`config.mk`:
```
export PLATFORM = sky130hd
export DESIGN_NAME = rsi_threshold_trader_flat
export DESIGN_NICKNAME = d
export VERILOG_FILES = /design/src/sv/rtt_pkg.sv /design/src/sv/rtt_price_if.sv /design/src/sv/rtt_result_if.sv /design/src/sv/rtt_front.sv /design/src/sv/rtt_queue.sv /design/src/sv/rtt_back.sv /design/src/sv/rsi_threshold_trader.sv /design/src/flat_wrapper.sv
export SDC_FILE = /design/constraint.sdc
export NUM_CORES = 2
export LEC_CHECK = 0
export CAP_MARGIN = 5
export CORE_ASPECT_RATIO = 1.1
export CORE_UTILIZATION = 59
export DETAILED_ROUTE_END_ITERATION = 16
export DONT_BUFFER_PORTS = 1
export PLACE_DENSITY = 0.83
export SLEW_MARGIN = 20
export SYNTH_ARGS = -nofsm -noshare
export SYNTH_HDL_FRONTEND = slang
export SYNTH_SLANG_ARGS = --single-unit
```
`constraint.sdc`:
```
create_clock -name clk -period 6.6 [get_ports clk]
set_input_delay 0.66 -clock clk [delete_from_list [all_inputs] [get_ports clk]]
set_output_delay 0.66 -clock clk [all_outputs]
set_load 0.005 [all_outputs]
```
`src/sv/rtt_pkg.sv`:
```
package rtt_pkg;

    localparam int WLEN_BITS   = 6;
    localparam int LEVEL_BITS  = 7;
    localparam int LIMIT_BITS  = 8;
    localparam int HOLD_BITS   = 9;
    localparam int CASH_BITS   = 48;
    localparam int ADDR_BITS   = 4;
    localparam int DATA_BITS   = 32;
    localparam int WLEN_MAX    = (1 << WLEN_BITS) - 1;
    localparam int WIN_LEN_MIN = 2;
    localparam int PCT_SCALE   = 100;

    typedef logic [1:0] reg_idx_t;

    localparam reg_idx_t REG_WINDOW_LEN  = 2'd0;
    localparam reg_idx_t REG_OVERSOLD    = 2'd1;
    localparam reg_idx_t REG_OVERBOUGHT  = 2'd2;
    localparam reg_idx_t REG_POS_LIMIT   = 2'd3;

    typedef enum logic [1:0] {
        ACT_HOLD = 2'd0,
        ACT_BUY  = 2'd1,
        ACT_SELL = 2'd2
    } action_t;

    typedef struct packed {
        logic [WLEN_BITS-1:0]  window_len;
        logic [LEVEL_BITS-1:0] oversold_level;
        logic [LEVEL_BITS-1:0] overbought_level;
        logic [LIMIT_BITS-1:0] position_limit;
    } cfg_t;

    localparam cfg_t CFG_RESET = '{
        window_len:       6'd14,
        oversold_level:   7'd30,
        overbought_level: 7'd70,
        position_limit:   8'd3
    };

endpackage

```
`src/sv/rtt_price_if.sv`:
```
interface rtt_price_if #(
    parameter int PRICE_BITS = 24
);
    logic                  valid;
    logic                  ready;
    logic [PRICE_BITS-1:0] price;

    modport source (output valid, output price, input ready);
    modport sink   (input valid, input price, output ready);
endinterface

```
`src/sv/rtt_result_if.sv`:
```
interface rtt_result_if #(
    parameter int SUM_BITS = 29
);
    import rtt_pkg::*;

    logic                        valid;
    logic                        ready;
    logic                        ready_res;
    action_t                     action;
    logic signed [HOLD_BITS-1:0] holding;
    logic signed [CASH_BITS-1:0] cash;
    logic [SUM_BITS-1:0]         gain_total;
    logic [SUM_BITS-1:0]         loss_total;

    modport source (output valid, output ready_res, output action, output holding,
                    output cash, output gain_total, output loss_total, input ready);
    modport sink   (input valid, input ready_res, input action, input holding,
                    input cash, input gain_total, input loss_total, output ready);
endinterface

```
`src/sv/rtt_front.sv`:
```
module rtt_front #(
    parameter int PRICE_BITS = 24,
    parameter int WIN_CAP    = 32,
    parameter int SUM_BITS   = 29
) (
    input  logic                  clk,
    input  logic                  rst_n,
    input  rtt_pkg::cfg_t         cfg,
    input  logic                  clear,
    input  logic                  in_valid,
    output logic                  in_ready,
    input  logic [PRICE_BITS-1:0] in_price,
    output logic                  push_valid,
    input  logic                  push_ready,
    output logic [PRICE_BITS-1:0] push_price,
    output logic                  push_full,
    output logic [SUM_BITS-1:0]   push_gain,
    output logic [SUM_BITS-1:0]   push_loss
);
    import rtt_pkg::*;

    localparam int CH_BITS  = PRICE_BITS + 1;
    localparam int PTR_BITS = $clog2(WIN_CAP);
    localparam int CNT_BITS = $clog2(WIN_CAP + 2);

    logic signed [CH_BITS-1:0] ring_mem [WIN_CAP];

    logic [PRICE_BITS-1:0]     last_price_reg;
    logic [PTR_BITS-1:0]       ptr_reg;
    logic [PTR_BITS-1:0]       ptr_next;
    logic [CNT_BITS-1:0]       seen_reg;
    logic [CNT_BITS-1:0]       seen_next;
    logic [SUM_BITS-1:0]       gain_reg;
    logic [SUM_BITS-1:0]       gain_next;
    logic [SUM_BITS-1:0]       loss_reg;
    logic [SUM_BITS-1:0]       loss_next;

    logic                      f1_vld_reg;
    logic [PRICE_BITS-1:0]     f1_price_reg;
    logic signed [CH_BITS-1:0] f1_ch_reg;
    logic signed [CH_BITS-1:0] f1_old_reg;
    logic                      f1_drop_reg;
    logic                      f1_full_reg;

    logic [WLEN_BITS-1:0]      wlen_clamped;
    logic [CNT_BITS-1:0]       weff;
    logic                      accept;
    logic                      first;
    logic signed [CH_BITS-1:0] ch_new;
    logic                      advance;
    logic [PRICE_BITS-1:0]     ch_mag;
    logic [PRICE_BITS-1:0]     old_mag;
    logic [SUM_BITS-1:0]       gain_add;
    logic [SUM_BITS-1:0]       gain_sub;
    logic [SUM_BITS-1:0]       loss_add;
    logic [SUM_BITS-1:0]       loss_sub;

    always_comb
    begin
        if (cfg.window_len < WLEN_BITS'(WIN_LEN_MIN))
        begin
            wlen_clamped = WLEN_BITS'(WIN_LEN_MIN);
        end
        else if (cfg.window_len > WLEN_BITS'(WIN_CAP))
        begin
            wlen_clamped = WLEN_BITS'(WIN_CAP);
        end
        else
        begin
            wlen_clamped = cfg.window_len;
        end
    end

    assign weff     = CNT_BITS'(wlen_clamped);
    assign in_ready = !f1_vld_reg || push_ready;
    assign accept   = in_valid && in_ready;
    assign advance  = f1_vld_reg && push_ready;
    assign first    = (seen_reg == '0);
    assign ch_new   = $signed({1'b0, in_price}) - $signed({1'b0, last_price_reg});

    assign ptr_next = (CNT_BITS'(ptr_reg) == weff - CNT_BITS'(1)) ? '0
                                                                   : ptr_reg + PTR_BITS'(1);

    always_comb
    begin
        if (first)
        begin
            seen_next = CNT_BITS'(1);
        end
        else if (seen_reg <= weff)
        begin
            seen_next = seen_reg + CNT_BITS'(1);
        end
        else
        begin
            seen_next = seen_reg;
        end
    end

    // split the change leaving and the change entering the window into gain and loss
    assign ch_mag   = f1_ch_reg[CH_BITS-1] ? PRICE_BITS'(-f1_ch_reg) : PRICE_BITS'(f1_ch_reg);
    assign old_mag  = f1_old_reg[CH_BITS-1] ? PRICE_BITS'(-f1_old_reg) : PRICE_BITS'(f1_old_reg);
    assign gain_add = f1_ch_reg[CH_BITS-1] ? '0 : SUM_BITS'(ch_mag);
    assign loss_add = f1_ch_reg[CH_BITS-1] ? SUM_BITS'(ch_mag) : '0;
    assign gain_sub = (f1_drop_reg && !f1_old_reg[CH_BITS-1]) ? SUM_BITS'(old_mag) : '0;
    assign loss_sub = (f1_drop_reg && f1_old_reg[CH_BITS-1]) ? SUM_BITS'(old_mag) : '0;
    assign gain_next = gain_reg - gain_sub + gain_add;
    assign loss_next = loss_reg - loss_sub + loss_add;

    assign push_valid = f1_vld_reg;
    assign push_price = f1_price_reg;
    assign push_full  = f1_full_reg;
    assign push_gain  = gain_next;
    assign push_loss  = loss_next;

    always_ff @(posedge clk or negedge rst_n)
    begin
        if (!rst_n)
        begin
            last_price_reg <= '0;
            ptr_reg        <= '0;
            seen_reg       <= '0;
            gain_reg       <= '0;
            loss_reg       <= '0;
            f1_vld_reg     <= 1'b0;
        end
        else
        begin
            f1_vld_reg <= accept || (f1_vld_reg && !push_ready);
            if (clear)
            begin
                ptr_reg  <= '0;
                seen_reg <= '0;
                gain_reg <= '0;
                loss_reg <= '0;
            end
            else
            begin
                if (accept)
                begin
                    last_price_reg <= in_price;
                    seen_reg       <= seen_next;
                    if (!first)
                    begin
                        ptr_reg <= ptr_next;
                    end
                end
                if (advance)
                begin
                    gain_reg <= gain_next;
                    loss_reg <= loss_next;
                end
            end
        end
    end

    always_ff @(posedge clk)
    begin
        if (accept)
        begin
            f1_price_reg <= in_price;
            f1_ch_reg    <= first ? '0 : ch_new;
            f1_old_reg   <= ring_mem[ptr_reg];
            f1_drop_reg  <= !first && (seen_reg > weff);
            f1_full_reg  <= !first && (seen_reg >= weff);
        end
    end

    always_ff @(posedge clk)
    begin
        if (accept && !first)
        begin
            ring_mem[ptr_reg] <= ch_new;
        end
    end

endmodule

```
`src/sv/rtt_queue.sv`:
```
module rtt_queue #(
    parameter int WIDTH = 8,
    parameter int DEPTH = 2
) (
    input  logic             clk,
    input  logic             rst_n,
    input  logic             push_valid,
    output logic             push_ready,
    input  logic [WIDTH-1:0] push_data,
    output logic             pop_valid,
    input  logic             pop_ready,
    output logic [WIDTH-1:0] pop_data
);
    localparam int PTR_BITS = $clog2(DEPTH);
    localparam int CNT_BITS = $clog2(DEPTH + 1);

    logic [WIDTH-1:0]    slot_reg [DEPTH];
    logic [PTR_BITS-1:0] wr_ptr_reg;
    logic [PTR_BITS-1:0] rd_ptr_reg;
    logic [CNT_BITS-1:0] count_reg;
    logic                push;
    logic                pop;

    assign push_ready = (count_reg != CNT_BITS'(DEPTH));
    assign pop_valid  = (count_reg != '0);
    assign pop_data   = slot_reg[rd_ptr_reg];
    assign push       = push_valid && push_ready;
    assign pop        = pop_valid && pop_ready;

    always_ff @(posedge clk or negedge rst_n)
    begin
        if (!rst_n)
        begin
            wr_ptr_reg <= '0;
            rd_ptr_reg <= '0;
            count_reg  <= '0;
        end
        else
        begin
            if (push)
            begin
                wr_ptr_reg <= (wr_ptr_reg == PTR_BITS'(DEPTH - 1)) ? '0
                                                                   : wr_ptr_reg + PTR_BITS'(1);
            end
            if (pop)
            begin
                rd_ptr_reg <= (rd_ptr_reg == PTR_BITS'(DEPTH - 1)) ? '0
                                                                   : rd_ptr_reg + PTR_BITS'(1);
            end
            if (push && !pop)
            begin
                count_reg <= count_reg + CNT_BITS'(1);
            end
            else if (pop && !push)
            begin
                count_reg <= count_reg - CNT_BITS'(1);
            end
        end
    end

    always_ff @(posedge clk)
    begin
        if (push)
        begin
            slot_reg[wr_ptr_reg] <= push_data;
        end
    end

endmodule

```
`src/sv/rtt_back.sv`:
```
module rtt_back #(
    parameter int PRICE_BITS = 24,
    parameter int SUM_BITS   = 29
) (
    input  logic                                 clk,
    input  logic                                 rst_n,
    input  rtt_pkg::cfg_t                        cfg,
    input  logic                                 pop_valid,
    output logic                                 pop_ready,
    input  logic [PRICE_BITS-1:0]                pop_price,
    input  logic                                 pop_full,
    input  logic [SUM_BITS-1:0]                  pop_gain,
    input  logic [SUM_BITS-1:0]                  pop_loss,
    output logic                                 out_valid,
    input  logic                                 out_ready,
    output logic                                 out_ready_res,
    output rtt_pkg::action_t                     out_action,
    output logic signed [rtt_pkg::HOLD_BITS-1:0] out_holding,
    output logic signed [rtt_pkg::CASH_BITS-1:0] out_cash,
    output logic [SUM_BITS-1:0]                  out_gain,
    output logic [SUM_BITS-1:0]                  out_loss
);
    import rtt_pkg::*;

    localparam int PROD_BITS = SUM_BITS + LEVEL_BITS;

    logic                        b1_vld_reg;
    logic [PRICE_BITS-1:0]       b1_price_reg;
    logic                        b1_full_reg;
    logic [SUM_BITS-1:0]         b1_gain_reg;
    logic [SUM_BITS-1:0]         b1_loss_reg;
    logic [SUM_BITS-1:0]         b1_total_reg;
    logic [PROD_BITS-1:0]        b1_pg_reg;

    logic                        b2_vld_reg;
    logic [PRICE_BITS-1:0]       b2_price_reg;
    logic                        b2_full_reg;
    logic [SUM_BITS-1:0]         b2_gain_reg;
    logic [SUM_BITS-1:0]         b2_loss_reg;
    logic                        b2_sell_reg;
    logic                        b2_buy_reg;

    logic                        out_vld_reg;
    logic                        out_full_reg;
    action_t                     out_action_reg;
    logic [SUM_BITS-1:0]         out_gain_reg;
    logic [SUM_BITS-1:0]         out_loss_reg;
    logic signed [HOLD_BITS-1:0] holding_reg;
    logic signed [HOLD_BITS-1:0] holding_next;
    logic signed [CASH_BITS-1:0] cash_reg;
    logic signed [CASH_BITS-1:0] cash_next;

    logic                        take_b1;
    logic                        move_b2;
    logic                        move_out;
    logic                        total_nz;
    logic [PROD_BITS-1:0]        prod_ob;
    logic [PROD_BITS-1:0]        prod_os;
    logic signed [HOLD_BITS:0]   net_w;
    logic signed [HOLD_BITS:0]   lim_w;
    action_t                     act;
    logic signed [CASH_BITS:0]   cash_ext;
    logic signed [CASH_BITS:0]   price_ext;
    logic signed [CASH_BITS:0]   cash_sum;
    logic signed [CASH_BITS-1:0] cash_sat;

    assign move_out  = b2_vld_reg && (!out_vld_reg || out_ready);
    assign move_b2   = b1_vld_reg && (!b2_vld_reg || move_out);
    assign pop_ready = !b1_vld_reg || move_b2;
    assign take_b1   = pop_valid && pop_ready;

    assign total_nz = (b1_total_reg != '0);
    assign prod_ob  = PROD_BITS'(cfg.overbought_level) * PROD_BITS'(b1_total_reg);
    assign prod_os  = PROD_BITS'(cfg.oversold_level) * PROD_BITS'(b1_total_reg);

    assign net_w = {holding_reg[HOLD_BITS-1], holding_reg};
    assign lim_w = $signed({2'b00, cfg.position_limit});

    always_comb
    begin
        act = ACT_HOLD;
        if (b2_full_reg)
        begin
            if (b2_sell_reg && (net_w > -lim_w))
            begin
                act = ACT_SELL;
            end
            else if (b2_buy_reg && (net_w < lim_w))
            begin
                act = ACT_BUY;
            end
        end
    end

    // sell takes the price in, buy pays it out; clamp to the signed cash range
    assign cash_ext  = {cash_reg[CASH_BITS-1], cash_reg};
    assign price_ext = $signed({1'b0, CASH_BITS'(b2_price_reg)});
    assign cash_sum  = (act == ACT_BUY) ? cash_ext - price_ext : cash_ext + price_ext;

    always_comb
    begin
        if (cash_sum[CASH_BITS] != cash_sum[CASH_BITS-1])
        begin
            cash_sat = cash_sum[CASH_BITS] ? {1'b1, {(CASH_BITS-1){1'b0}}}
                                           : {1'b0, {(CASH_BITS-1){1'b1}}};
        end
        else
        begin
            cash_sat = cash_sum[CASH_BITS-1:0];
        end
    end

    always_comb
    begin
        holding_next = holding_reg;
        cash_next    = cash_reg;
        if (act == ACT_SELL)
        begin
            holding_next = holding_reg - HOLD_BITS'(1);
            cash_next    = cash_sat;
        end
        else if (act == ACT_BUY)
        begin
            holding_next = holding_reg + HOLD_BITS'(1);
            cash_next    = cash_sat;
        end
    end

    always_ff @(posedge clk or negedge rst_n)
    begin
        if (!rst_n)
        begin
            b1_vld_reg  <= 1'b0;
            b2_vld_reg  <= 1'b0;
            out_vld_reg <= 1'b0;
            holding_reg <= '0;
            cash_reg    <= '0;
        end
        else
        begin
            b1_vld_reg  <= take_b1 || (b1_vld_reg && !move_b2);
            b2_vld_reg  <= move_b2 || (b2_vld_reg && !move_out);
            out_vld_reg <= move_out || (out_vld_reg && !out_ready);
            if (move_out)
            begin
                holding_reg <= holding_next;
                cash_reg    <= cash_next;
            end
        end
    end

    always_ff @(posedge clk)
    begin
        if (take_b1)
        begin
            b1_price_reg <= pop_price;
            b1_full_reg  <= pop_full;
            b1_gain_reg  <= pop_gain;
            b1_loss_reg  <= pop_loss;
            b1_total_reg <= SUM_BITS'(pop_gain + pop_loss);
            b1_pg_reg    <= PROD_BITS'(pop_gain) * PROD_BITS'(PCT_SCALE);
        end
        if (move_b2)
        begin
            b2_price_reg <= b1_price_reg;
            b2_full_reg  <= b1_full_reg;
            b2_gain_reg  <= b1_gain_reg;
            b2_loss_reg  <= b1_loss_reg;
            b2_sell_reg  <= total_nz && (b1_pg_reg > prod_ob);
            b2_buy_reg   <= total_nz && (b1_pg_reg < prod_os);
        end
        if (move_out)
        begin
            out_full_reg   <= b2_full_reg;
            out_action_reg <= act;
            out_gain_reg   <= b2_gain_reg;
            out_loss_reg   <= b2_loss_reg;
        end
    end

    assign out_valid     = out_vld_reg;
    assign out_ready_res = out_full_reg;
    assign out_action    = out_action_reg;
    assign out_holding   = holding_reg;
    assign out_cash      = cash_reg;
    assign out_gain      = out_gain_reg;
    assign out_loss      = out_loss_reg;

endmodule

```
`src/sv/rsi_threshold_trader.sv`:
```
// Relative strength index trader over a moving window of price changes.
// prices (valid/ready): one closing price per transaction, in hundredths.
// results (valid/ready): exactly one result transaction per price, in order:
//   window-full flag, action (hold/buy/sell), holding, cash, gain and loss sums.
// APB port: window_len at 0x0, oversold_level at 0x4, overbought_level at 0x8,
//   position_limit at 0xC; pready is always high. Writing window_len empties
//   the window; holding and cash are kept. Write only while the block is idle.
// Path: a result passes the change stage, queue, product stage, compare stage
//   and decision register, in that order, before it is presented.
// Throughput: one price per cycle while results flow. The running sums take one
//   add and one subtract per item; the ring of changes has one read and one
//   write port. A two-entry queue separates the window front end from the
//   decision back end, so a stalled receiver holds the back end and fills the
//   queue before prices are refused; no transaction is lost or repeated.
// Reset: registers return to 14, 30, 70, 3; the window, sums, holding and cash
//   clear and both channels go idle. No clearing pass is needed.
module rsi_threshold_trader #(
    parameter int WINDOW_MAX = 32,
    parameter int PRICE_BITS = 24
) (
    input  logic                            clk,
    input  logic                            rst_n,
    rtt_price_if.sink                       prices,
    rtt_result_if.source                    results,
    input  logic                            psel,
    input  logic                            penable,
    input  logic                            pwrite,
    input  logic [rtt_pkg::ADDR_BITS-1:0]   paddr,
    input  logic [rtt_pkg::DATA_BITS-1:0]   pwdata,
    output logic [rtt_pkg::DATA_BITS-1:0]   prdata,
    output logic                            pready
);
    import rtt_pkg::*;

    localparam int WIN_CAP  = (WINDOW_MAX < WLEN_MAX) ? WINDOW_MAX : WLEN_MAX;
    localparam int SUM_BITS = PRICE_BITS + $clog2(WIN_CAP);
    localparam int Q_WIDTH  = PRICE_BITS + 1 + 2 * SUM_BITS;

    cfg_t                  cfg_reg;
    logic                  wr_en;
    reg_idx_t              wr_idx;
    logic                  clear;

    logic                  push_valid;
    logic                  push_ready;
    logic [PRICE_BITS-1:0] push_price;
    logic                  push_full;
    logic [SUM_BITS-1:0]   push_gain;
    logic [SUM_BITS-1:0]   push_loss;
    logic                  pop_valid;
    logic                  pop_ready;
    logic [Q_WIDTH-1:0]    pop_data;

    assign pready = 1'b1;
    assign wr_en  = psel && penable && pwrite && pready;
    assign wr_idx = reg_idx_t'(paddr[ADDR_BITS-1:2]);
    assign clear  = wr_en && (wr_idx == REG_WINDOW_LEN);

    always_ff @(posedge clk or negedge rst_n)
    begin
        if (!rst_n)
        begin
            cfg_reg <= CFG_RESET;
        end
        else if (wr_en)
        begin
            case (wr_idx)
                REG_WINDOW_LEN: cfg_reg.window_len       <= pwdata[WLEN_BITS-1:0];
                REG_OVERSOLD:   cfg_reg.oversold_level   <= pwdata[LEVEL_BITS-1:0];
                REG_OVERBOUGHT: cfg_reg.overbought_level <= pwdata[LEVEL_BITS-1:0];
                REG_POS_LIMIT:  cfg_reg.position_limit   <= pwdata[LIMIT_BITS-1:0];
                default:        cfg_reg                  <= cfg_reg;
            endcase
        end
    end

    always_comb
    begin
        case (reg_idx_t'(paddr[ADDR_BITS-1:2]))
            REG_WINDOW_LEN: prdata = DATA_BITS'(cfg_reg.window_len);
            REG_OVERSOLD:   prdata = DATA_BITS'(cfg_reg.oversold_level);
            REG_OVERBOUGHT: prdata = DATA_BITS'(cfg_reg.overbought_level);
            REG_POS_LIMIT:  prdata = DATA_BITS'(cfg_reg.position_limit);
            default:        prdata = '0;
        endcase
    end

    rtt_front #(
        .PRICE_BITS (PRICE_BITS),
        .WIN_CAP    (WIN_CAP),
        .SUM_BITS   (SUM_BITS)
    ) u_front (
        .clk        (clk),
        .rst_n      (rst_n),
        .cfg        (cfg_reg),
        .clear      (clear),
        .in_valid   (prices.valid),
        .in_ready   (prices.ready),
        .in_price   (prices.price),
        .push_valid (push_valid),
        .push_ready (push_ready),
        .push_price (push_price),
        .push_full  (push_full),
        .push_gain  (push_gain),
        .push_loss  (push_loss)
    );

    rtt_queue #(
        .WIDTH      (Q_WIDTH),
        .DEPTH      (2)
    ) u_queue (
        .clk        (clk),
        .rst_n      (rst_n),
        .push_valid (push_valid),
        .push_ready (push_ready),
        .push_data  ({push_price, push_full, push_gain, push_loss}),
        .pop_valid  (pop_valid),
        .pop_ready  (pop_ready),
        .pop_data   (pop_data)
    );

    rtt_back #(
        .PRICE_BITS    (PRICE_BITS),
        .SUM_BITS      (SUM_BITS)
    ) u_back (
        .clk           (clk),
        .rst_n         (rst_n),
        .cfg           (cfg_reg),
        .pop_valid     (pop_valid),
        .pop_ready     (pop_ready),
        .pop_price     (pop_data[Q_WIDTH-1 -: PRICE_BITS]),
        .pop_full      (pop_data[2 * SUM_BITS]),
        .pop_gain      (pop_data[2 * SUM_BITS - 1 -: SUM_BITS]),
        .pop_loss      (pop_data[SUM_BITS-1:0]),
        .out_valid     (results.valid),
        .out_ready     (results.ready),
        .out_ready_res (results.ready_res),
        .out_action    (results.action),
        .out_holding   (results.holding),
        .out_cash      (results.cash),
        .out_gain      (results.gain_total),
        .out_loss      (results.loss_total)
    );

endmodule

```
`src/flat_wrapper.sv`:
```
// flat-port wrapper written by rule: the top's interface ports become plain ports
module rsi_threshold_trader_flat import rtt_pkg::*;
#(
    parameter int WINDOW_MAX = 32,
    parameter int PRICE_BITS = 24
)
  (clk, rst_n, psel, penable, pwrite, paddr, pwdata, prdata, pready, prices_valid, prices_price, prices_ready, results_valid, results_ready_res, results_action, results_holding, results_cash, results_gain_total, results_loss_total, results_ready);
  rtt_price_if #(.PRICE_BITS(PRICE_BITS)) prices_i ();
  rtt_result_if #(.SUM_BITS((29))) results_i ();
  input  logic clk;
  input  logic rst_n;
  input  logic psel;
  input  logic penable;
  input  logic pwrite;
  input  logic [rtt_pkg::ADDR_BITS-1:0] paddr;
  input  logic [rtt_pkg::DATA_BITS-1:0] pwdata;
  output logic [rtt_pkg::DATA_BITS-1:0] prdata;
  output logic pready;
  input wire logic [$bits(prices_i.valid)-1:0] prices_valid;
  input wire logic [$bits(prices_i.price)-1:0] prices_price;
  output wire logic [$bits(prices_i.ready)-1:0] prices_ready;
  output wire logic [$bits(results_i.valid)-1:0] results_valid;
  output wire logic [$bits(results_i.ready_res)-1:0] results_ready_res;
  output wire logic [$bits(results_i.action)-1:0] results_action;
  output wire logic [$bits(results_i.holding)-1:0] results_holding;
  output wire logic [$bits(results_i.cash)-1:0] results_cash;
  output wire logic [$bits(results_i.gain_total)-1:0] results_gain_total;
  output wire logic [$bits(results_i.loss_total)-1:0] results_loss_total;
  input wire logic [$bits(results_i.ready)-1:0] results_ready;
  assign prices_i.valid = prices_valid;
  assign prices_i.price = prices_price;
  assign prices_ready = prices_i.ready;
  assign results_valid = results_i.valid;
  assign results_ready_res = results_i.ready_res;
  assign results_action = results_i.action;
  assign results_holding = results_i.holding;
  assign results_cash = results_i.cash;
  assign results_gain_total = results_i.gain_total;
  assign results_loss_total = results_i.loss_total;
  assign results_i.ready = results_ready;
  rsi_threshold_trader #(.WINDOW_MAX(WINDOW_MAX), .PRICE_BITS(PRICE_BITS)) u_core (.clk(clk), .rst_n(rst_n), .prices(prices_i), .results(results_i), .psel(psel), .penable(penable), .pwrite(pwrite), .paddr(paddr), .pwdata(pwdata), .prdata(prdata), .pready(pready));
endmodule
```
# Word-level counts from Yosys, hierarchy flattened
# Memory sizes are Yosys's and may differ from the RTL's. A register that Yosys moved wholly into a read port is not among the register bits.
# Cells that the tools add are included.
word_totals:
  in_bits: 67
  ram_bits: 966
  n_memories: 2
  register_bits: 529
op_classes:
  bitwise: 1
  n_mux: 39
  reduce_logical: 60
  order_cmp: 9
  addsub: 20
  multipliers: 3
  eq_ne: 9
mem_list:
  columns: ["memory", "words", "width", "rd", "rd_clocked_by_memory_dff", "write_ports", "line_no", "source"]
  rows:
  - ["u_core.u_front.ring_mem", 32, 25, 1, 1, 1, "rtt_front.sv:26", "logic signed [CH_BITS-1:0] ring_mem [WIN_CAP];"]
  - ["u_core.u_queue.slot_reg", 2, 83, 1, 0, 1, "rtt_queue.sv:17", "logic [WIDTH-1:0] slot_reg [DEPTH];"]
op_table:
  columns: ["op", "n"]
  rows:
  - ["two-way mux 48 bit", 4]
  - ["two-way mux 24 bit", 6]
  - ["case mux 32 bit (4 select lines)", 1]
  - ["two-way mux 29 bit", 4]
  - ["multiplier 7 x 29 -> 36 bit", 2]
  - ["adder 29 x 24 -> 29 bit", 2]
  - ["subtractor 29 x 24 -> 29 bit", 2]
  - ["adder 48 x 25 -> 49 bit", 1]
  - ["two-way mux 49 bit", 1]
  - ["subtractor 48 x 25 -> 49 bit", 1]
  - ["negation 24 bit", 2]
  - ["> comparator 36 bit", 1]
  - ["< comparator 36 bit", 1]
  - ["two-way mux 6 bit", 6]
  - ["multiplier 29 x 5 -> 34 bit (second input constant)", 1]
  - ["adder 29 bit", 1]
  - ["nonzero test 29 bit", 1]
  - ["subtractor 24 x 24 -> 25 bit", 1]
  - ["logical AND 1 bit", 23]
  - ["two-way mux 5 bit", 4]
  - ["two-way mux 9 bit", 2]
  - ["AND reduction 2 bit", 8]
  - ["logical NOT 1 bit", 12]
  - ["> comparator 9 x 10 -> 1 bit", 1]
  - ["29 further kinds", 53]

# Depth between registers and ports, before layout
depth:
  word_depth: 11
  depth_mapped: 34
  ltp_nobuf: 31

# Modules after synthesis
# A second synthesis with hierarchy kept.
unflattened:
  hier_cells: 6533
  hier_area_um2: 85117.9
modules_own_cells:
  columns: ["module", "cells_each", "area_per_inst_um2", "instances", "seq_area_each_um2"]
  rows:
  - ["rtt_front", 2744, 43554.3, 1, 28657.5]
  - ["rtt_back", 3410, 33637.3, 1, 10179.8]
  - ["rtt_queue", 276, 6427.4, 1, 5084.9]
  - ["rsi_threshold_trader", 103, 1498.9, 1, 715.7]

# Worst setup path before layout
# OpenSTA, ideal clock, no wires.
synth_timing:
  path_kind: "reg2reg"
  from: "register u_core.cfg_reg[0] (netlist bit)"
  to: "register u_core.u_back.cash_reg[8] (netlist: u_core.u_back.out_cash[8])"
  setup_time_ns: 0.120
  arrival_ns: 6.779
  stages_incl_launch_ff: 32
  required_time_ns: 6.480
  slack_ns: -0.299
  path_cell_list: "dfstp_2 > inv_1 > ha_1 > inv_1 > ha_1 > nor2b_1 > o21a_1 > o21a_1 > o21a_1 > o21a_1 > o21a_1 > o21a_1 > o21a_1 > o21ai_0 > o2111a_1 > ha_1 > clkbuf_1 > clkbuf_1 > mux2i_1 > fa_1 > a211o_1 > a2111oi_0 > o31a_1 > o21ai_0 > a31o_2 > a21boi_0 > o21ai_0 > or2_1 > buf_6 > o21ai_4 > buf_6 > o21ai_2"
synth_between:
  elab_chain_cells: 11
  word_cells_on_any_way: 18
  classes_between: "1 x add/sub; 2 x order compare; 3 x eq/ne; 8 x mux; 4 x reduce/logical"
synth_lines:
  columns: ["element", "line_no", "source"]
  rows:
  - ["start: declaration", "rsi_threshold_trader.sv:39", "cfg_t cfg_reg;"]
  - ["start signal: assignment", "rsi_threshold_trader.sv:72", "default: cfg_reg <= cfg_reg;"]
  - ["negation 8 -> 10 bit or < comparator 9 bit (tied branches)", "rtt_back.sv:84, rtt_back.sv:88", null]
  - ["> comparator 9 x 10 -> 1 bit or logical AND 1 bit (tied branches)", "rtt_back.sv:84, rtt_back.sv:88", null]
  - ["logical AND 1 bit or two-way mux 1 bit (tied branches)", "rtt_back.sv:84, rtt_back.sv:88", null]
  - ["two-way mux 2 bit (*)", "rtt_back.sv:84", "if (b2_sell_reg && (net_w > -lim_w))"]
  - ["two-way mux 2 bit (*)", "rtt_back.sv:82", "if (b2_full_reg)"]
  - ["named net u_core.u_back.act[0]", "rtt_back.sv:61", "action_t act;"]
  - ["equality test 2 x 1 -> 1 bit", "rtt_back.sv:98, rtt_back.sv:122", null]
  - ["two-way mux 49 bit", "rtt_back.sv:98", "assign cash_sum = (act == ACT_BUY) ? cash_ext - price_ext : cash_ext + price_ext;"]
  - ["two-way mux 48 bit or != test 1 bit (tied branches)", "rtt_back.sv:104, rtt_back.sv:102", null]
  - ["two-way mux 48 bit", "rtt_back.sv:102", "if (cash_sum[CASH_BITS] != cash_sum[CASH_BITS-1])"]
  - ["two-way mux 48 bit", "rtt_back.sv:122", "else if (act == ACT_BUY)"]
  - ["two-way mux 48 bit", "rtt_back.sv:117", "if (act == ACT_SELL)"]
  - ["end signal: assignment", "rtt_back.sv:147", "cash_reg <= cash_next;"]
  - ["end: declaration", "rtt_back.sv:50", "logic signed [CASH_BITS-1:0] cash_reg;"]
# The timed path passes the listed nets; every way through them passes the cells marked *. The select of a mux whose other input is x is not followed.
# A chain may end at the register's enable or synchronous reset.

# Worst setup path in the final report
layout_timing:
  from: "register u_core.u_back.b1_total_reg[7]"
  to: "register u_core.u_back.b2_sell_reg (data pin)"
layout_between:
  elab_chain_cells: 3
  word_cells_on_any_way: 4
  classes_between: "1 x mul; 1 x order compare; 2 x reduce/logical"
layout_lines:
  columns: ["element", "line_no", "source"]
  rows:
  - ["start: declaration", "rtt_back.sv:32", "logic [SUM_BITS-1:0] b1_total_reg;"]
  - ["start signal: assignment", "rtt_back.sv:160", "b1_total_reg <= SUM_BITS'(pop_gain + pop_loss);"]
  - ["multiplier 7 x 29 -> 36 bit", "rtt_back.sv:73", "assign prod_ob = PROD_BITS'(cfg.overbought_level) * PROD_BITS'(b1_total_reg);"]
  - ["> comparator 36 bit", "rtt_back.sv:169", "b2_sell_reg <= total_nz && (b1_pg_reg > prod_ob);"]
  - ["logical AND 1 bit (*)", "rtt_back.sv:169", null]
  - ["end signal: assignment", "rtt_back.sv:169", null]
  - ["end: declaration", "rtt_back.sv:40", "logic b2_sell_reg;"]
# Mark *: on every way between the ends. The rest lies on a longest branch, timed or not.

==> metrics.md <==
| Metric | Value |
|---|---|
| Final critical-path setup slack | `-0.396 ns` |
| Place WS | `-0.639 ns` |
| Count of input and output buffers | `0` |
| Portion of the clock cycle consumed by the worst path in the final layout | `1.06` |
| Cell types occupying the most area after synthesis | `sky130_fd_sc_hd__edfxtp_1 (47%), sky130_fd_sc_hd__fa_1 (8.1%), sky130_fd_sc_hd__ha_1 (6.9%)` |
| Routed length per instance | `25.5 um` |
| Data required time of the worst path | `between 7 and 8 ns` |
| Proportion of netlist area held by the largest area contributor | `0.471` |
| Remaining antenna violation count after routing | `0` |
| GR Overflow Total | `0` |
| Worst setup path startpoint | `u_core.u_back.b1_total_reg[7]$_DFFE_PP_` |
| Routed via count | `around 57k` |
| Final estimated routing congestion in global placement | `about 0.93` |
| Number of DRC markers in iteration 0 | `between 5k and 6k` |
| Layout cells sized above 1 | `0.195` |
| Core area | `around 140000 um2` |
| Number of global-route vias before repair | `about 60k` |
| Final Hold Fails | `0` |
| Setup violation total in the final timing report | `2` |
| Source-to-sink clock delay at the later pin of the worst-skew pair | `0.83 ns` |
| Run status | `finished with violations` |
| I/O Pins | `220` |
| Overall global routing resource usage | `0.321` |
| Effective utilization at floorplan | `0.596` |
| Post-synthesis to final-layout area growth | `15.1%` |
| Total non-filler cell area in the finished layout | `97700 um2` |
| Synth cell count leaders | `sky130_fd_sc_hd__edfxtp_1 (1331), sky130_fd_sc_hd__inv_1 (684), sky130_fd_sc_hd__nand2_1 (480)` |
| Wire length of the first global-routing pass | `349000 um` |
| Slew Limit Headroom | `0.156` |
| Post-synth cell types | `~90` |
| Final standard cell count with taps included and fillers excluded | `between 9k and 10k` |
| Post-synthesis sequential element count | `between 1.5k and 2k` |
| Max H-tree Level | `4` |
| Standard-cell rows | `about 150` |
| Area after DPL | `between 90000 and 100000 um2` |
| Total instance count after detailed placement | `8688` |
| Endpoint class of the critical path | `register` |
| Number of iterations in the first detailed-routing pass | `7` |
| Pin count of the biggest net entering global routing | `roughly 190` |
| Biggest area consumer among synthesized cells | `sky130_fd_sc_hd__edfxtp_1` |
| Async SR Flop Fraction | `0.123` |
| Layout filler cell count | `between 9k and 10k` |
| Clk Tree Root Cell | `sky130_fd_sc_hd__clkbuf_16` |
| Max-slew violation total from the final report | `0` |
| Kind of path behind the tightest hold check | `in -> reg` |
| Clock tree from TritonCTS | `yes` |
| Residual DRC | `0` |
| Gate Count Post-Synth | `~6.6k` |
| Number of antenna violations at the first check in global routing | `8` |
| Clock tree buffer depth | `3` |
| Failing checks | `negative setup slack` |
| Setup repair after global routing missed its margin | `true` |
| Post-synthesis average cell area | `between 10 and 15 um2` |
| Clock Pin Slew Worst Setup and Hold Paths | `0.06 ns` |
| Total clock sinks | `1517` |
| Worst-path maximum fanout | `7` |
| Floorplan die height | `about 400 um` |
| Layout Nets | `approximately 8k` |
| Worst path arrival time | `roughly 7.5 ns` |
| Largest clock skew in the final design | `about 0.054 ns` |
| Total die area | `~150000 um2` |
| Critical Path Source Type | `register` |
| Launch instance of the worst register-to-register path | `u_core.u_back.b1_total_reg[7]$_DFFE_PP_` |
| DR vias/cell | `between 6 and 7` |
| Max-capacitance violation count | `0` |
| Clock buffer count from CTS | `about 150` |
| Start point of the worst hold path | `prices_price[1]` |
| Final min period | `between 6 and 7 ns` |
| Post-synthesis instance area | `84900 um2` |
| Transition time at the pin with the least slew margin | `1.26 ns` |
| Overall die width | `around 360 um` |
| Most common cell in the synthesized netlist | `sky130_fd_sc_hd__edfxtp_1` |
| Yosys warnings | `0` |
| Post-synth top flop | `sky130_fd_sc_hd__edfxtp_1` |
| Post-detail-place hpwl | `about 150000 um` |
| Max reg flops | `800` |
| Wire length after detailed routing | `between 200000 and 250000 um` |
| Worst setup path category | `reg -> reg` |
| Number of enable-type register cells in the synthesized netlist | `~1.3k` |
| Peak Freq | `between 100 and 150 MHz` |
| Sequential fraction of the synthesis area | `0.526` |
==> area by class of cell <==
cell class | instances | area, um2 | area share
Clock inverter | 94 | 978 | 0.0100
Clock buffer | 186 | 4050 | 0.0414
Inverter | 684 | 2580 | 0.0264
Sequential cell | 1517 | 44600 | 0.457
Antenna cell | 12 | 30.0 | 0.000307
Timing Repair Buffer | 548 | 4750 | 0.0486
Tap cell | 1911 | 2390 | 0.0245
Multi-Input combinational cell | 4141 | 38300 | 0.392
==> what timing repair did <==
action | CTS | global route
hold buffers | 35 | 0
pin swaps | 148 | 169
setup buffers | 44 | 31
endpoints found under the setup margin | 50 | 51
gates cloned | 4 | 2
resized for setup | 185 | 172
endpoints found under the hold margin | 262 | 0
==> cells in the final DEF (no fill, tap or decap), types with 35 or more instances in the layout <==
cell                        count
sky130_fd_sc_hd__edfxtp_1    1331
sky130_fd_sc_hd__inv_1        662
sky130_fd_sc_hd__nand2_1      476
sky130_fd_sc_hd__buf_4        454
sky130_fd_sc_hd__ha_1         436
sky130_fd_sc_hd__fa_1         337
sky130_fd_sc_hd__and2_1       296
sky130_fd_sc_hd__a21oi_1      242
sky130_fd_sc_hd__nor2_1       236
sky130_fd_sc_hd__mux4_2       206
sky130_fd_sc_hd__xnor2_1      172
sky130_fd_sc_hd__dfrtp_1      171
sky130_fd_sc_hd__clkbuf_16    157
sky130_fd_sc_hd__o21ai_0      153
sky130_fd_sc_hd__a21o_1       147
sky130_fd_sc_hd__xor2_1       109
sky130_fd_sc_hd__a22oi_1      101
sky130_fd_sc_hd__mux2_2        95
sky130_fd_sc_hd__nor3_1        82
sky130_fd_sc_hd__nand4_1       64
sky130_fd_sc_hd__nand2b_1      64
sky130_fd_sc_hd__nand3_1       60
sky130_fd_sc_hd__nor2b_1       52
sky130_fd_sc_hd__o21a_1        46
sky130_fd_sc_hd__o21ai_1       42
sky130_fd_sc_hd__a21oi_2       41
sky130_fd_sc_hd__a211oi_1      35
==> kinds of logic after synthesis <==
family / Yosys count / synth area share
buffers and inverters: 960 / 0.0443
AND/OR/NAND/NOR: 1564 / 0.0923
multiplexers: 335 / 0.0713
AO/OA/AOI/OAI: 1098 / 0.0840
flip-flops: 1517 / 0.526
adder cells (fa/ha/maj): 814 / 0.150
XOR/XNOR: 305 / 0.0316
other: 2 / 0.0000885
==> path summary, 6_finish.rpt <==
kind	end	slack [ns]	depth (start not counted)
worst max-delay path	u_core.u_back.b2_sell_reg$_DFFE_PP_	-0.40	26
worst min-delay path	u_core.u_front.last_price_reg[1]$_DFFE_PN0P_	0.08	2
worst max register to register	u_core.u_back.b2_sell_reg$_DFFE_PP_	-0.40	26
worst min register to register	u_core.u_back.b2_gain_reg[8]$_DFFE_PP_	0.40	0
max in group asynchronous	u_core.cfg_reg[23]$_DFFE_PN1P_	5.19	3
min in group asynchronous	u_core.u_front.last_price_reg[6]$_DFFE_PN0P_	0.44	2
==> critical path, cell delays in order (launching register included) <==
cell and delay [ns]:
sky130_fd_sc_hd__edfxtp_1 0.53, sky130_fd_sc_hd__buf_4 0.20, sky130_fd_sc_hd__and2_1 0.17, sky130_fd_sc_hd__fa_1 0.50, sky130_fd_sc_hd__fa_1 0.49, sky130_fd_sc_hd__fa_1 0.52, sky130_fd_sc_hd__inv_1 0.06, sky130_fd_sc_hd__fa_1 0.55
sky130_fd_sc_hd__inv_1 0.06, sky130_fd_sc_hd__ha_1 0.30, sky130_fd_sc_hd__buf_4 0.16, sky130_fd_sc_hd__or2_2 0.29, sky130_fd_sc_hd__a21oi_2 0.19, sky130_fd_sc_hd__a211o_1 0.19, sky130_fd_sc_hd__a31oi_1 0.10, sky130_fd_sc_hd__buf_4 0.17
sky130_fd_sc_hd__a41oi_4 0.28, sky130_fd_sc_hd__buf_4 0.16, sky130_fd_sc_hd__nand4_1 0.09, sky130_fd_sc_hd__o2111a_1 0.18, sky130_fd_sc_hd__ha_4 0.28, sky130_fd_sc_hd__nand4_1 0.17, sky130_fd_sc_hd__buf_6 0.20, sky130_fd_sc_hd__a2111oi_4 0.18
sky130_fd_sc_hd__nand4_1 0.36, sky130_fd_sc_hd__nor4_2 0.25, sky130_fd_sc_hd__a211oi_1 0.06
==> metal layers <==
| metal | up-vias | track usage | part of all wire |
|---|---|---|---|
| li1 | 24500 | - | - |
| met1 | 28300 | 0.380 | 0.35 |
| met2 | 3319 | 0.543 | 0.49 |
| met3 | 864 | 0.0684 | 0.090 |
| met4 | 2 | 0.185 | 0.067 |
| met5 | - | 0 | 0.000043 |
==> metrics by stage <==
step / utilization / hold slack, ns / TNS (ns)
6_report: 0.686 / 0.0752 / -0.398
4_1_cts: 0.679 / 0.0315 / -0.371
5_1_grt: 0.686 / 0.0742 / -3.97
3_5_place_dp: 0.632 / 0.371 / -13.29
3_3_place_gp: 0.631 / 0.372 / -8.76
2_1_floorplan: - / 0.364 / 0
Power is not shown: default switching activity piles up to over one toggle a cycle in this logic, so the estimate is an artifact.
